$ cat src/design/csup_pkg.sv
package csup_pkg;

  // bank size and field widths
  localparam int NumUnitsDefault = 4;
  localparam int DelayW          = 16;
  localparam int IdxW            = 3;
  localparam int SenseW          = 4;
  localparam logic [DelayW-1:0] DelayReset = DelayW'(100);

  // request codes
  typedef enum logic [1:0] {
    REQ_SET      = 2'd0,
    REQ_QUERY    = 2'd1,
    REQ_TICK     = 2'd2,
    REQ_OPEN_ALL = 2'd3
  } csup_req_e;

  // per-request control handed to every contactor slice
  typedef struct packed {
    logic tick;
    logic open_all;
    logic set_norm;
    logic set_emerg;
    logic close;
  } csup_ctrl_t;

  // per-slice status seen by the top level
  typedef struct packed {
    logic commanded;
    logic faulted;
    logic running;
    logic expire_fault;
  } csup_stat_t;

endpackage

$ cat src/design/contactor_supervisor.sv
// Contactor bank supervisor.
// Requests enter on start/busy: a request is taken at a rising edge with start
// high and busy low. busy is always low, so a request may be issued every cycle.
// Each request yields exactly one result, shown for one cycle with done_o high.
// It passes through the input register and then the result register, which is
// loaded with the state update. Sustained rate is one request per cycle; the
// per-contactor slices update all countdowns in parallel.
// drive_bits_o, latched_o and fault_bit_o show the state after the request
// whose result is on the ports; status_o, sensed_closed_o and
// contactor_faulted_o belong to that request alone.
// The receiver cannot stall: results must be taken in the cycle they appear.
// The sense delay register (cfg_we_i/cfg_wdata_i) is to be written while idle;
// the block does not enforce this. Reset (rst_ni low) opens all contactors, stops
// all countdowns, clears the faults and the emergency latch, and sets the sense
// delay to 100 ticks. The block takes requests from the first cycle after reset.
module contactor_supervisor #(
  parameter int NUM_UNITS = csup_pkg::NumUnitsDefault
) (
  input  logic                         clk_i,
  input  logic                         rst_ni,
  input  logic                         start,
  output logic                         busy,
  input  logic [1:0]                   req_type_i,
  input  logic [csup_pkg::IdxW-1:0]    contactor_index_i,
  input  logic                         close_request_i,
  input  logic                         emergency_i,
  input  logic [csup_pkg::SenseW-1:0]  sense_bits_i,
  input  logic                         cfg_we_i,
  input  logic [csup_pkg::DelayW-1:0]  cfg_wdata_i,
  output logic                         done_o,
  output logic                         status_o,
  output logic                         sensed_closed_o,
  output logic                         contactor_faulted_o,
  output logic [csup_pkg::SenseW-1:0]  drive_bits_o,
  output logic                         latched_o,
  output logic                         fault_bit_o
);
  import csup_pkg::*;

  localparam logic [IdxW:0] NumUnitsW = (IdxW+1)'(NUM_UNITS);

  // input register
  logic              valid_q;
  logic [1:0]        req_q;
  logic [IdxW-1:0]   idx_q;
  logic              close_q;
  logic              emerg_q;
  logic [SenseW-1:0] sense_q;

  // configuration and global state
  logic [DelayW-1:0] delay_q;
  logic              latch_q, latch_d;
  logic              gfault_q, gfault_d;

  // result register
  logic done_q, status_q, sensed_q, faulted_q;
  logic status_d, sensed_d, faulted_d;

  csup_req_e            req;
  csup_ctrl_t           ctrl;
  csup_stat_t           stat [NUM_UNITS];
  logic [NUM_UNITS-1:0] sel_vec, cmd_vec, fault_vec, idle_vec, expire_vec;
  logic                 idx_ok, set_ok, q_sensed, q_cmd, q_fault, q_idle;

  assign busy = 1'b0;

  // capture a request on transfer
  always_ff @(posedge clk_i or negedge rst_ni) begin
    if (!rst_ni) begin
      valid_q <= 1'b0;
    end else begin
      valid_q <= start && !busy;
    end
  end

  always_ff @(posedge clk_i) begin
    if (start && !busy) begin
      req_q   <= req_type_i;
      idx_q   <= contactor_index_i;
      close_q <= close_request_i;
      emerg_q <= emergency_i;
      sense_q <= sense_bits_i;
    end
  end

  // sense delay register
  always_ff @(posedge clk_i or negedge rst_ni) begin
    if (!rst_ni) begin
      delay_q <= DelayReset;
    end else if (cfg_we_i) begin
      delay_q <= cfg_wdata_i;
    end
  end

  // request decode
  assign req    = csup_req_e'(req_q);
  assign idx_ok = {1'b0, idx_q} < NumUnitsW;
  assign set_ok = valid_q && (req == REQ_SET) && idx_ok && (!latch_q || emerg_q);

  assign ctrl.tick      = valid_q && (req == REQ_TICK);
  assign ctrl.open_all  = valid_q && (req == REQ_OPEN_ALL);
  assign ctrl.set_norm  = set_ok && !emerg_q;
  assign ctrl.set_emerg = set_ok && emerg_q;
  assign ctrl.close     = close_q;

  // contactor slices
  for (genvar i = 0; i < NUM_UNITS; i++) begin : g_unit
    logic sensed;
    if (i < SenseW) begin : g_sensed
      assign sensed = sense_q[i];
    end else begin : g_open
      assign sensed = 1'b0;
    end

    assign sel_vec[i] = (idx_q == IdxW'(i));

    csup_unit u_unit (
      .clk_i    (clk_i),
      .rst_ni   (rst_ni),
      .ctrl_i   (ctrl),
      .sel_i    (sel_vec[i]),
      .sensed_i (sensed),
      .delay_i  (delay_q),
      .stat_o   (stat[i])
    );

    assign cmd_vec[i]    = stat[i].commanded;
    assign fault_vec[i]  = stat[i].faulted;
    assign idle_vec[i]   = !stat[i].running;
    assign expire_vec[i] = stat[i].expire_fault;
  end

  // drive levels for the first four contactors
  for (genvar b = 0; b < SenseW; b++) begin : g_drive
    if (b < NUM_UNITS) begin : g_on
      assign drive_bits_o[b] = cmd_vec[b];
    end else begin : g_off
      assign drive_bits_o[b] = 1'b0;
    end
  end

  // queried contactor
  assign q_sensed = ({1'b0, idx_q} < (IdxW+1)'(SenseW)) ? sense_q[idx_q[1:0]] : 1'b0;
  assign q_cmd    = |(cmd_vec & sel_vec);
  assign q_fault  = |(fault_vec & sel_vec);
  assign q_idle   = |(idle_vec & sel_vec);

  // latch and global fault
  assign latch_d  = latch_q | ctrl.set_emerg | ctrl.open_all;
  assign gfault_d = gfault_q | (|expire_vec);

  // per-request answer
  always_comb begin
    status_d  = 1'b0;
    sensed_d  = 1'b0;
    faulted_d = 1'b0;
    unique case (req)
      REQ_SET: begin
        status_d = !set_ok;
      end
      REQ_QUERY: begin
        if (!idx_ok) begin
          status_d = 1'b1;
        end else begin
          sensed_d  = q_sensed;
          faulted_d = q_fault;
          status_d  = q_idle && (q_sensed != q_cmd);
        end
      end
      REQ_TICK, REQ_OPEN_ALL: begin
        status_d = 1'b0;
      end
      default: begin
        status_d = 1'b0;
      end
    endcase
  end

  always_ff @(posedge clk_i or negedge rst_ni) begin
    if (!rst_ni) begin
      latch_q  <= 1'b0;
      gfault_q <= 1'b0;
      done_q   <= 1'b0;
    end else begin
      latch_q  <= latch_d;
      gfault_q <= gfault_d;
      done_q   <= valid_q;
    end
  end

  always_ff @(posedge clk_i) begin
    if (valid_q) begin
      status_q  <= status_d;
      sensed_q  <= sensed_d;
      faulted_q <= faulted_d;
    end
  end

  assign done_o              = done_q;
  assign status_o            = status_q;
  assign sensed_closed_o     = sensed_q;
  assign contactor_faulted_o = faulted_q;
  assign latched_o           = latch_q;
  assign fault_bit_o         = gfault_q;

`ifndef SYNTHESIS
  // emergency latch is one-way
  a_latch_sticky: assert property (@(posedge clk_i) disable iff (!rst_ni)
    latched_o |=> latched_o) else $error("emergency latch cleared");

  // global fault is sticky
  a_fault_sticky: assert property (@(posedge clk_i) disable iff (!rst_ni)
    fault_bit_o |=> fault_bit_o) else $error("global fault cleared");

  // any contactor fault shows in the global fault
  a_fault_global: assert property (@(posedge clk_i) disable iff (!rst_ni)
    (|fault_vec) |-> fault_bit_o) else $error("contactor fault without global fault");

  // a result follows a transfer through the input and result registers
  a_done_latency: assert property (@(posedge clk_i) disable iff (!rst_ni)
    (start && !busy) |=> ##1 done_o) else $error("result missing after transfer");

  // a normal set never lands while latched
  a_refuse: assert property (@(posedge clk_i) disable iff (!rst_ni)
    latch_q |-> !ctrl.set_norm) else $error("normal set accepted while latched");
`endif

endmodule

$ cat src/design/csup_unit.sv
module csup_unit (
  input  logic                       clk_i,
  input  logic                       rst_ni,
  input  csup_pkg::csup_ctrl_t       ctrl_i,
  input  logic                       sel_i,
  input  logic                       sensed_i,
  input  logic [csup_pkg::DelayW-1:0] delay_i,
  output csup_pkg::csup_stat_t       stat_o
);
  import csup_pkg::*;

  logic              cmd_q, cmd_d;
  logic              fault_q, fault_d;
  logic [DelayW-1:0] cnt_q, cnt_d;
  logic              expire_fault;

  // countdown reaching zero on this tick with a sense mismatch
  assign expire_fault = ctrl_i.tick && (cnt_q == DelayW'(1)) && (sensed_i != cmd_q);

  // commanded state
  always_comb begin
    cmd_d = cmd_q;
    if (ctrl_i.open_all) begin
      cmd_d = 1'b0;
    end else if (sel_i && (ctrl_i.set_norm || ctrl_i.set_emerg)) begin
      cmd_d = ctrl_i.close;
    end
  end

  // verify countdown, a zero load is taken as one
  always_comb begin
    cnt_d = cnt_q;
    if (sel_i && ctrl_i.set_norm) begin
      cnt_d = (delay_i == '0) ? DelayW'(1) : delay_i;
    end else if (ctrl_i.tick && (cnt_q != '0)) begin
      cnt_d = cnt_q - DelayW'(1);
    end
  end

  assign fault_d = fault_q | expire_fault;

  always_ff @(posedge clk_i or negedge rst_ni) begin
    if (!rst_ni) begin
      cmd_q   <= 1'b0;
      fault_q <= 1'b0;
      cnt_q   <= '0;
    end else begin
      cmd_q   <= cmd_d;
      fault_q <= fault_d;
      cnt_q   <= cnt_d;
    end
  end

  assign stat_o.commanded    = cmd_q;
  assign stat_o.faulted      = fault_q;
  assign stat_o.running      = (cnt_q != '0);
  assign stat_o.expire_fault = expire_fault;

endmodule

$ cat config.mk
export PLATFORM = sky130hd
export DESIGN_NAME = contactor_supervisor
export DESIGN_NICKNAME = d
export VERILOG_FILES = /design/src/design/csup_pkg.sv /design/src/design/contactor_supervisor.sv /design/src/design/csup_unit.sv
export SDC_FILE = /design/constraint.sdc
export NUM_CORES = 1
export LEC_CHECK = 0
export BUFFER_PORTS_ARGS = -buffer_cell sky130_fd_sc_hd__buf_2
export CAP_MARGIN = 0
export CORE_MARGIN = 2
export CORE_UTILIZATION = 65
export DETAILED_ROUTE_END_ITERATION = 6
export GPL_ROUTABILITY_DRIVEN = 1
export GPL_TIMING_DRIVEN = 0
export MAX_ROUTING_LAYER = met4
export PLACE_DENSITY = 0.85
export SKIP_CTS_REPAIR_TIMING = 1
export SYNTH_ARGS = -nofsm -noshare
export SYNTH_HDL_FRONTEND = slang
export SYNTH_HIERARCHICAL = 1
export SYNTH_SLANG_ARGS = --single-unit
$ cat constraint.sdc
create_clock -name clk_i -period 6.4 [get_ports clk_i]
set_input_delay 0.96 -clock clk_i [delete_from_list [all_inputs] [get_ports clk_i]]
set_output_delay 0.96 -clock clk_i [all_outputs]
set_load 0.02 [all_outputs]
### After elaboration in Yosys (flattened, before gate mapping)

Cells that the tools add are included.

* $add $sub $neg: 4
* magnitude comparators: 2
* equality and inequality tests: 15
* multiplexer cells: 22
* bitwise logic cells: 10
* reduce and logical (&&, ||, !) cells: 58

Operator list (number)
* $mux 16: 9
* $eq 16x1->1 const B: 4
* $reduce_bool 16->1: 4
* $sub 16x1->16 const B: 4
* $logic_and 1x1->1: 28
* $logic_not 16->1: 1
* $reduce_bool 2->1: 8
* $reduce_or 4->1: 4
* $and 4x4->4: 3
* $mux 1: 11
* $logic_not 1->1: 7
* $or 1x1->1: 7
* $eq 3x2->1 const B: 2
* $ne 1x1->1: 5
* $eq 2x2->1 const B: 2
* $eq 3x1->1 const B: 1
* $logic_not 3->1: 1
* $lt 2x3->1 const B: 1
* $lt 3x3->1 const B: 1
* $pmux 1 s3: 1
* $bmux 1 s2: 1
* $eq 2x1->1 const B: 1
* $logic_not 2->1: 1
* $logic_or 1x1->1: 2
* 2 further kinds: 2

* flip-flop bits (word level): 106
* bits of input ports: 31
* output and inout bits: 11

### Depth between registers and ports, before layout

Gate-level depths: netlist of the first run.

* depth in word-level cells: 9
* mapped depth: 7

### Hierarchy

Netlist of the first run, hierarchy kept.

By module, submodules not included
* csup_unit (g_unit[0].u_unit ...): times used 2, cells an instance 146, area an instance 1221.2 sq um, sequential area each 450.4 sq um
* csup_unit (g_unit[2].u_unit ...): times used 2, cells an instance 136, area an instance 1216.2 sq um, sequential area each 450.4 sq um
* contactor_supervisor: times used 1, cells an instance 82, area an instance 1373.8 sq um, sequential area each 924.6 sq um

### Worst setup path after synthesis of the first run

OpenSTA, ideal clock, no wires.

* path kind: reg2reg
* from: register g_unit[3].u_unit.cnt_q[0]
* to: register status_q (netlist: status_o), data pin
* setup time: 0.176 ns
* arrival: 2.354 ns
* data required time: 6.224 ns
* slack: 3.870 ns
* stages on the path, launching flop included: 8
* path through: dfrtp_1 > inv_1 > ha_1 > or3b_2 > nor4_4 > inv_2 > mux4_2 > o32ai_1

RTL lines
* from (decl): RTL line csup_unit.sv:14 `logic [DelayW-1:0] cnt_q, cnt_d;`
* from (signal assigned): RTL line csup_unit.sv:50 `cnt_q <= cnt_d;`
* to (signal assigned): RTL line contactor_supervisor.sv:193 `status_q <= status_d;`
* to (decl): RTL line contactor_supervisor.sv:56 `logic done_q, status_q, sensed_q, faulted_q;`

==> metrics.md, run 1 <==
| Metric | Value |
|---|---|
| Clock sinks | `106` |
| Critical Path Source Type | `register` |
| Leakage | `2.767 nW` |
| Die span in y | `102.0 um` |
| Worst hold slack | `0.4777 ns` |
| # fillers | `698` |
| Commonest non-fill, non-tap cells in the layout | `89 x dfrtp_1, 63 x nor2_1, 54 x nand2_1, 43 x buf_2, 30 x nor4_1` |
| First-pass GRT wire length | `27,050 um` |
| Endpoints failing setup | `0` |
| Clock buffer depth | `2` |
| I/O Buffers | `39` |
| Largest net degree at the start of global routing | `51` |
| Worst Skew | `0.01982 ns` |
| WL/cell | `20.18 um` |
| Leading post-synthesis cells by cell area | `dfrtp_1 36%, edfxtp_1 6.7%, nor2_1 3.8%` |
| Area share of the largest cell type after synthesis | `35.64%` |
| Post-synth EDFFs | `14` |
| Reg2reg path depth | `6` |
| Synth Warn # | `6` |
| Residual DRC | `0` |
| WL final | `16,770 um` |
| Achievable Freq | `296.7 MHz` |
| CTS root buffer | `clkbuf_8` |
| Hold path cells | `1` |
| Register area | `0.002726 sq mm` |
| RSZ-0062 raised after global routing | `no` |
| RR Startpoint | `idx_q[2]` |
| Post-synthesis sequential area ratio | `43.63%` |
| Fin nets | `736` |
| Cell Chain, Critical Path | `nor4b_1 > nor3b_1 > nand2_1 > a41oi_1 > nor2b_1 > nor3_1` |
| Max_slew headroom | `13.99%` |
| Antenna diodes | `0` |
| PwrDens | `375.8 mW/mm^2` |
| Cells after Synth | `646` |
| Hold path endpoint | `g_unit[0].u_unit/fault_q` |
| Row Count | `35` |
| Top Ports | `42` |
| Family with the most delay on the worst path | `simple AND/OR/NAND/NOR gates` |
| Post-synth top flop | `dfrtp_1` |
| H-tree depth | `3` |
| Status | `finished clean` |
| Async S/R FF share, synth | `86.79%` |
| Post-route ant nets | `0` |
| Dpl hpwl | `11,540 um` |
| Share of cells above drive strength 1 | `18.80%` |
| Post-layout minimum cycle time | `3.371 ns` |
| CTS tree | `yes` |
| Actual slew at the worst max-slew pin | `1.278 ns` |
| Num CTS Buffers | `9` |
| Clk Latency, worst-skew pair | `0.38 ns` |
| Kind of critical path | `register to register` |
| WP buf/inv | `0` |
| Critical Path End Type | `register` |
| RD Place Congestion | `0.9338` |
| Iteration-0 DRC Markers | `474` |
| Netlist cell types | `67` |
| Hold Path Class | `register to register` |
| Area grow syn2layout | `9.111%` |
| Worst-path clk slew | `0.11 ns` |
| DRT Pass-1 Iters | `7` |
| Core area | `0.009284 sq mm` |
| Syn_nets | `685` |
| Mapped cell area | `0.006248 sq mm` |
| Count of pins over their slew limit | `0` |
| Synthesized area per cell | `9.673 sq um` |
| FF+latch count, synth | `106` |
| Worst VDD drop | `0.0001978 V` |
| Crit path max-delay cell type | `nor3b_1` |
| CP Max Fanout | `12` |
| Cell taking the most area after synthesis | `dfrtp_1` |
| Most common cell after layout, fill and taps aside | `dfrtp_1` |
| GRT Overall Usage | `34.65%` |
| Reg2reg end | `g_unit[0].u_unit/cnt_q[0]` |
| Grt ovf | `0` |
| Final Hold Viols | `0` |
| Initial cell density of the core | `67.30%` |
| Post-Route Setup TNS | `0 ns` |
| Area of the multi-input gates | `0.003289 sq mm` |
| Initial antenna violation count | `0` |
| R2r setup slk | `3.03 ns` |
| Vias in the first global route | `5,322` |
| Worst hold start | `g_unit[0].u_unit/fault_q` |
| Crit path DAT | `3.64 ns` |
| Vias | `5,738` |
| Crit-path max cell delay | `1.06 ns` |
| Die Wd | `102.0 um` |
| Max Cap Viol | `0` |
| Total power | `2.562 mW` |
| Full die area | `0.01041 sq mm` |
| Share of the cycle needed by the critical path after routing | `52.67%` |
| Vias per cell | `6.905` |
| Critical Path RT | `6.67 ns` |
## worst register-to-register path, cell delays in order (launching register included)
cell	delay (ns)
edfxtp_1	0.52
nor4b_1	0.41
nor3b_1	1.06
nand2_1	0.52
a41oi_1	0.49
nor2b_1	0.21
nor3_1	0.07
## how the worst max path moves through the flow
stage | cells past startpoint | end | start
final | 6 | g_unit[0].u_unit/cnt_q[0] | idx_q[2]
after global routing | 7 | g_unit[0].u_unit/cnt_q[1] | idx_q[2]
after CTS | 7 | g_unit[0].u_unit/cnt_q[9] | idx_q[2]
after detailed placement | 7 | g_unit[0].u_unit/cnt_q[9] | idx_q[2]
after global placement | 7 | g_unit[0].u_unit/cnt_q[9] | idx_q[2]
after floorplan | 7 | status_o | g_unit[3].u_unit/cnt_q[0]
## Yosys cell counts (4+ instances only)
| cell type | number |
|---|---|
| mux2_2 | 16 |
| nand3_1 | 20 |
| o311a_1 | 4 |
| or3b_2 | 6 |
| a21oi_1 | 21 |
| nor2_1 | 63 |
| o31ai_1 | 10 |
| o311ai_0 | 12 |
| or2_2 | 8 |
| and2_1 | 9 |
| or4_4 | 6 |
| o21ai_0 | 24 |
| inv_1 | 10 |
| nor3_1 | 24 |
| and3_1 | 5 |
| nor4_1 | 30 |
| nand2_1 | 54 |
| or3_1 | 17 |
| nor2b_1 | 4 |
| or4_1 | 14 |
| mux2i_1 | 8 |
| nand4bb_1 | 4 |
| a41oi_1 | 4 |
| xor2_1 | 4 |
| nor3b_1 | 7 |
| a31oi_1 | 22 |
| clkbuf_1 | 11 |
| nand4_1 | 14 |
| o21a_1 | 8 |
| nand2b_1 | 7 |
| o211ai_1 | 6 |
| dfrtp_1 | 89 |
| buf_2 | 5 |
| nor4b_1 | 5 |
| edfxtp_1 | 14 |
| buf_4 | 13 |
| a221o_1 | 6 |
| ha_1 | 8 |
## flip-flops by register name, indices dropped and copies added, names as in the netlist, 2 cells and up
signal                 count
idx_q                      3
g_unit.u_unit/fault_q      4
g_unit.u_unit/cmd_q        4
sense_q                    4
g_unit.u_unit/cnt_q       64
delay_q                   16
req                        2
## per-layer routing
metal / vias up / track usage, % / share of wire, % / routed length (um)
met5: - / - / 0 / 0
met4: 0 / 10.77 / 2.4 / 405
met3: 49 / 7.798 / 9.8 / 1638
met2: 344 / 54.15 / 46 / 7786
met1: 2758 / 45.47 / 41 / 6940
li1: 2587 / - / - / -
## through the flow
stage | setup slack (ns) | instances | instance area, sq um | utilization (%)
floorplan | 3.870 | 646 | 6248 | -
global placement | 3.317 | 814 | 6605 | 71.15
detailed placement | 3.257 | 815 | 6635 | 71.47
CTS | 3.221 | 831 | 6818 | 73.44
global route | 2.881 | 831 | 6818 | 73.44
finish | 3.029 | 831 | 6818 | 73.44
## layout make-up
cell class	count	share of cell area [%]
inverter	12	0.6607
timing repair buffer	40	3.303
sequential	106	39.99
tap	129	2.367
clock inverter	6	0.8075
multi-input combinational	495	48.25
clock buffer	10	1.872
buffer	33	2.753
## power by group
part / switching [mW] / internal, mW / total, mW
Clock: 0.250 / 0.151 / 0.401
Combinational: 0.551 / 0.422 / 0.974
Sequential: 0.303 / 0.884 / 1.19
## kinds of logic (layout without fill, tap and decap cells)
kind of cell | after synthesis | after routing | synth area share (%)
xor gates and xnor gates | 7 | 7 | 0.9812
buffers and inverters | 45 | 101 | 3.724
other | 1 | 1 | 0.06001
muxes | 28 | 28 | 5.667
AOI/OAI and AO/OA | 138 | 138 | 15.72
and+or+nand+nor | 313 | 313 | 28.61
adders and majority gates | 8 | 8 | 1.602
DFF | 106 | 106 | 43.63
Note: power is estimated with default switching activity, not from simulation.
==> run 2: changes to the inputs <==
--- a/config.mk
+++ b/config.mk
@@ -8,12 +8,12 @@
 export BUFFER_PORTS_ARGS = -buffer_cell sky130_fd_sc_hd__buf_2
 export CAP_MARGIN = 0
 export CORE_MARGIN = 2
-export CORE_UTILIZATION = 65
+export CORE_UTILIZATION = 61
 export DETAILED_ROUTE_END_ITERATION = 6
 export GPL_ROUTABILITY_DRIVEN = 1
 export GPL_TIMING_DRIVEN = 0
 export MAX_ROUTING_LAYER = met4
-export PLACE_DENSITY = 0.85
+export PLACE_DENSITY = 0.8
 export SKIP_CTS_REPAIR_TIMING = 1
 export SYNTH_ARGS = -nofsm -noshare
 export SYNTH_HDL_FRONTEND = slang
==> constraint.sdc (replaced) <==
create_clock -name clk_i -period 3.4 [get_ports clk_i]
set_input_delay 0.51 -clock clk_i [delete_from_list [all_inputs] [get_ports clk_i]]
set_output_delay 0.51 -clock clk_i [all_outputs]
set_load 0.02 [all_outputs]
==> run 2 against run 1 <==
Effect of this change:
- first-iteration DRC count is 19% higher
- global-route usage is 1.7 points lower
- die area increased by 6.3%
- non-clock buffer count is the same
- cell area rose by 0.44%
- fmax rose by 9.8%
- via count decreased by 0.54%
- largest power group unchanged
- sequential power up 87%
- critical path depth is 1 higher
- register-to-register slack got worse by 2.7 ns
- clock power up 100%
- flip-flop and latch count unchanged
==> metrics.md, run 2 (same netlist as run 1, synthesis figures left out) <==
| Metric | Value |
|---|---|
| Most common cell after layout, fill and taps aside | `dfrtp_1 (unchanged)` |
| Post-Route Setup TNS | `0 ns (unchanged)` |
| Post-route ant nets | `0 (unchanged)` |
| Core area | `0.009864 sq mm (was 0.009284 sq mm)` |
| Critical Path End Type | `register (unchanged)` |
| Share of the cycle needed by the critical path after routing | `90.31% (was 52.67%)` |
| I/O Buffers | `39 (unchanged)` |
| Full die area | `0.01107 sq mm (was 0.01041 sq mm)` |
| Iteration-0 DRC Markers | `565 (was 474)` |
| Actual slew at the worst max-slew pin | `1.209 ns (was 1.278 ns)` |
| Vias per cell | `6.835 (was 6.905)` |
| Grt ovf | `0 (unchanged)` |
| # fillers | `795 (was 698)` |
| Fin nets | `736 (unchanged)` |
| Worst VDD drop | `0.0004441 V (was 0.0001978 V)` |
| Vias in the first global route | `5,322 (unchanged)` |
| Top Ports | `42 (unchanged)` |
| Largest registers | `g_unit.u_unit/cnt_q: 64 flops, delay_q: 16 flops (unchanged)` |
| Achievable Freq | `325.7 MHz (was 296.7 MHz)` |
| Hold Path Class | `input port to async pin (was register to register)` |
| Post-layout minimum cycle time | `3.071 ns (was 3.371 ns)` |
| RD Place Congestion | `0.9465 (was 0.9338)` |
| Most flop-heavy register | `g_unit.u_unit/cnt_q (unchanged)` |
| Count of pins over their slew limit | `0 (unchanged)` |
| Crit path DAT | `3.27 ns (was 3.64 ns)` |
| H-tree depth | `3 (unchanged)` |
| Share of cells above drive strength 1 | `19.09% (was 18.80%)` |
| Num CTS Buffers | `9 (unchanged)` |
| Residual DRC | `0 (unchanged)` |
| Status | `finished clean (unchanged)` |
| Critical Path RT | `3.60 ns (was 6.67 ns)` |
| PwrDens | `713.9 mW/mm^2 (was 375.8 mW/mm^2)` |
| CTS root buffer | `clkbuf_8 (unchanged)` |
| Die Wd | `105.2 um (was 102.0 um)` |
| GRT Overall Usage | `32.97% (was 34.65%)` |
| Dpl hpwl | `11,560 um (was 11,540 um)` |
| Worst-path clk slew | `0.10 ns (was 0.11 ns)` |
| RSZ-0062 raised after global routing | `no (unchanged)` |
| Endpoints failing setup | `0 (unchanged)` |
| Worst Skew | `0.02198 ns (was 0.01982 ns)` |
| Vias | `5,707 (was 5,738)` |
| Max_slew headroom | `18.69% (was 13.99%)` |
| Max reg flops | `64 (unchanged)` |
| Largest net degree at the start of global routing | `66 (was 51)` |
| Final Util | `69.42% (was 73.44%)` |
| Initial cell density of the core | `63.34% (was 67.30%)` |
| Max Cap Viol | `0 (unchanged)` |
| Register area | `0.002726 sq mm (unchanged)` |
| Leakage | `2.775 nW (was 2.767 nW)` |
| Clock buffer depth | `2 (unchanged)` |
| Area of the multi-input gates | `0.003294 sq mm (was 0.003289 sq mm)` |
| Critical Path Source Type | `register (unchanged)` |
| Die span in y | `105.2 um (was 102.0 um)` |
| CP Max Fanout | `10 (was 12)` |
| First-pass GRT wire length | `27,710 um (was 27,050 um)` |
| DRT Pass-1 Iters | `5 (was 7)` |
| Row Count | `36 (was 35)` |
| WL final | `16,980 um (was 16,770 um)` |
| WL/cell | `20.34 um (was 20.18 um)` |
| Antenna diodes | `0 (unchanged)` |
| CTS tree | `yes (unchanged)` |
| Clock sinks | `106 (unchanged)` |
| Area grow syn2layout | `9.592% (was 9.111%)` |
| Initial antenna violation count | `0 (unchanged)` |
| Kind of critical path | `register to register (unchanged)` |
| Commonest non-fill, non-tap cells in the layout | `89 x dfrtp_1, 63 x nor2_1, 54 x nand2_1, 43 x buf_2, 30 x nor4_1 (unchanged)` |
| Final Hold Viols | `0 (unchanged)` |
| Clk Latency, worst-skew pair | `0.41 ns (was 0.38 ns)` |
-- run 2: power by group --
group          internal, mW  total [mW]  switching (mW)
clock                 0.362       0.820           0.459
combinational         0.797        1.84            1.04
sequential             1.66        2.23           0.569
-- run 2: worst paths after layout --
kind | slack [ns] | depth (start not counted) | endpoint | from
worst max-delay path | 0.33 | 7 | status_o | g_unit[2].u_unit/cnt_q[1]
worst min-delay path | 0.03 | 1 | g_unit[2].u_unit/cnt_q[15] | rst_ni
worst max register to register | 0.33 | 7 | status_o | g_unit[2].u_unit/cnt_q[1]
worst min register to register | 0.49 | 1 | g_unit[1].u_unit/fault_q | g_unit[1].u_unit/fault_q
max in group asynchronous | 2.68 | 2 | delay_q[5] | rst_ni
min in group clk_i | 0.29 | 1 | idx_q[1] | contactor_index_i[1]
-- run 2: critical path, stage by stage (launching register included) --
cell and delay, ns:
dfrtp_1 0.42, inv_1 0.12, ha_1 0.24, or3b_2 0.53
nor4_4 0.60, inv_2 0.14, mux4_2 0.50, o32ai_1 0.32
-- run 2: per-stage QoR --
stage	instance area [sq um]	hold WS (ns)	setup WS, ns	instances	power, mW
after floorplan	6248	0.2144	0.8695	646	3.497
after global placement	6610	0.4544	0.2966	818	3.919
after detailed placement	6640	0.4653	0.2255	819	4.013
after CTS	6843	0.02583	0.1634	835	4.844
after global routing	6848	0.03662	0.1457	835	5.223
final	6848	0.02686	0.3295	835	4.889
-- run 2: layout make-up --
class,count,share of cell area [%]
clock buffer,10,2.010
buffer,33,2.741
timing repair buffer,40,3.289
multi-input combinational,495,48.11
tap,133,2.430
clock inverter,6,0.9501
inverter,12,0.6578
sequential,106,39.81
-- run 2: metal layers --
layer	vias to the layer above	share of wire, %	routed length, um	global-route usage, %
met5	-	0	0	-
met4	0	2.4	410	11.14
met3	46	8.8	1487	7.916
met2	284	46	7777	48.34
met1	2778	43	7309	45.26
li1	2599	-	-	-
